[src/rtl/pn3_ram.sv]
// ----------------------------------------------------------------------------
// pn3_ram
// Generic single write port RAM with one registered read port.
// ----------------------------------------------------------------------------
module pn3_ram #(
	parameter int WIDTH = 8,
	parameter int DEPTH = 256
) (
	input  logic                     clk,
	input  logic                     we,
	input  logic [$clog2(DEPTH)-1:0] waddr,
	input  logic [WIDTH-1:0]         wdata,
	input  logic [$clog2(DEPTH)-1:0] raddr,
	output logic [WIDTH-1:0]         rdata
);

	logic [WIDTH-1:0] mem_q [DEPTH];

	always_ff @(posedge clk) begin
		if (we) begin
			mem_q[waddr] <= wdata;
		end
		rdata <= mem_q[raddr];
	end

endmodule

[config.mk]
export PLATFORM = sky130hd
export DESIGN_NAME = pn3_ram
export DESIGN_NICKNAME = d
export VERILOG_FILES = /design/src/rtl/pn3_ram.sv
export SDC_FILE = /design/constraint.sdc
export NUM_CORES = 2
export LEC_CHECK = 0
export BUFFER_PORTS_ARGS = -buffer_cell sky130_fd_sc_hd__buf_2
export CORE_AREA = 2 2 449 451
export CTS_BUF_LIST = sky130_fd_sc_hd__clkbuf_8
export CTS_CLUSTER_SIZE = 40
export DETAILED_ROUTE_END_ITERATION = 8
export DIE_AREA = 0 0 451 453
export SLEW_MARGIN = 0
export SYNTH_ARGS = -nofsm -noshare
export SYNTH_HDL_FRONTEND = slang
export SYNTH_SLANG_ARGS = --single-unit
export TNS_END_PERCENT = 50
[constraint.sdc]
create_clock -name clk -period 3.38 [get_ports clk]
set_input_delay 0.845 -clock clk [delete_from_list [all_inputs] [get_ports clk]]
set_output_delay 0.845 -clock clk [all_outputs]
set_load 0.05 [all_outputs]
==> metrics.txt <==
max-cap violations 0; largest area contributor in the netlist edfxtp_1; Clock Skew 0.0977 ns; area grow syn2layout 16.6%; outcome complete, no violations; Yosys reg bits 2,056; Warnings, synthesis 0; initial antenna violation count 16; Ports 34; Slew Viols, Final 0; placed insts 6,735; Routed wire per std cell 28.2 um; total core area ~200,000 sq um; fmax approximately 330 MHz; CTS Sinks 2,056; Vias 41,200; Routed WL 207,000 um; Slew headroom 0.0861; hold depth 1; Post-DRT Antenna Nets 0; Max IR drop VDD 476 uV; Syn Area/Cell 21.3 sq um; Post-route DRC 0; Post-CTS Setup Repair Bufs 0; main flop type after synthesis edfxtp_1; Reg clk slew, reported paths 0.06 ns; Worst Path Max Fanout 15; TritonCTS clock tree built; Pleak 30.0 nW; crit path DAT 3.85 ns; number of CTS-inserted buffers 348; Fin. Hold Viols 0; Port Buffer Count 33; multi-input logic area 16,500 sq um; first-pass GRT wire length 298,000 um; RSZ-0062 raised after global routing no; most used standard cell by instance count after synthesis edfxtp_1; Final nets ~4,500; GPL Wtd Cong 0.848; Initial Util 0.399; Hold Buf Count CTS 0; synthesized area 79,600 sq um; Clk Latency, worst-skew pair 1.10 ns; PD cells 548 nW/um^2; Total Routing Usage GR 0.201; Die X between 400 and 500 um; root cell of the clock tree clkbuf_8; Post-synth EDFFs 2,048; layout cells sized above 1 0.311; largest net degree at the start of global routing 111; final hold slack 0.262 ns; Register Area 61,700 sq um; post-CTS sizing 0; kind of start point of the critical path primary input; Die H 453 um; Synth top cells by count edfxtp_1 (2,048), mux4_2 (454), nor2_1 (282); post-synth top area share 0.773; total gr overflow 0; Cells after Synth 3,733; Tmin final 3.02 ns; Row Count between 150 and 200; placed inst area 86,700 sq um; fin cells 7,349; Setup crit end kind register; R2R depth 5; Async SR Flop Fraction 0; vias in the first global route 41,700; TritonRoute pass-1 iters 6; Fillers 16,600; post-DP HPWL approximately 130,000 um; 1st-iter DRT viols 4,109; final setup vio count 0; Max clock buf depth 4; Hold Path Class in2reg; crit path kind in2reg; Netlist cell types 55; data required time of the critical path approximately 4.2 ns; die area 204,000 sq um; Post-Syn Nets 3,759; post-route cell area 92,700 sq um; Worst Max-Slew Pin Slew ~1.4 ns; Seq/Total Area, Yosys 0.775; vias per inst between 5 and 6; setup_tns 0 ns; post-route clock period utilization 0.893; synth top area cells edfxtp_1 (77%), mux4_2 (13%), mux2i_1 (1.7%); H-tree Lvls 5
[routing by layer]
metal / vias up / routed length (um) / GRT usage
met2: 1700 / 101000 / 0.325
li1: 17200 / - / -
met1: 21900 / 85200 / 0.275
met3: 386 / 14700 / 0.0383
met5: - / 27 / 0
met4: 4 / 6440 / 0.0703
[placed cells by master, fill, tap and decap left out, drive strengths merged, types with 5 or more instances in the layout]
cell type,instances
edfxtp,2048
clkbuf,352
a211oi,16
clkinv,112
o22a,5
a2111oi,5
o22ai,28
nor3,22
o211ai,10
bufinv,7
o32ai,5
dfxtp,8
mux4,456
o21ai,12
a22o,8
buf,579
nor2b,31
and2,6
a221oi,14
nand2,33
a22oi,133
nand4,10
o221ai,47
diode,18
a21oi,96
nor4,27
mux2i,134
nor2,282
nand2b,8
nand3,34
inv,123
[flip-flops by register name (all words and copies together), names as in the netlist]
signal  count
mem_q    2048
rdata       8
[stage by stage]
stage / power [mW] / utilization / setup WS (ns)
after CTS: 51.3 / 0.465 / 0.402
after floorplan: 30.1 / - / 0.597
after detailed placement: 31.6 / 0.435 / -0.641
after global placement: 31.6 / 0.435 / -0.892
after global routing: 52.5 / 0.465 / 0.271
final: 50.8 / 0.465 / 0.360
[worst paths after layout]
| check | from | to | slack (ns) |
|---|---|---|---|
| setup reg to reg | mem_q[209][4] | rdata[4] | 0.54 |
| hold reg to reg | mem_q[48][0] | rdata[0] | 1.12 |
| setup / recovery | raddr[0] | rdata[4] | 0.36 |
| hold / removal | wdata[1] | mem_q[228][1] | 0.26 |
[report_power, final]
group / internal [mW] / total (mW) / switching [mW] / leakage, nW
combinational: 1.07 / 2.85 / 1.78 / 8.04
sequential: 28.1 / 28.2 / 0.0683 / 18.5
clock: 10.2 / 19.8 / 9.63 / 3.52
[critical path, stage by stage]
cell and delay (ns):
buf_8 0.23, buf_12 0.24, buf_4 0.34, mux4_2 0.58
a22oi_1 0.23, a21oi_1 0.16, nor4_1 1.10, nor4_1 0.09
[cell families (layout without fill, tap and decap cells)]
group,Yosys count,in the layout,share of synthesized area
AOI/OAI and AO/OA,385,385,0.0342
buffers and inverters,235,1177,0.0183
DFF,2056,2056,0.775
muxes,591,591,0.146
other,0,18,0
and+or+nand+nor,466,466,0.0263
[final cells by class]
class / count / share of cell area
antenna: 18 / 0.000486
clock buffer: 352 / 0.0522
clock inverter: 244 / 0.0127
inverter: 2 / 0.0000809
multi-input combinational: 1442 / 0.178
sequential: 2056 / 0.665
tap: 2656 / 0.0358
timing repair buffer: 579 / 0.0560
No activity file was read; power rests on OpenSTA's default activity.
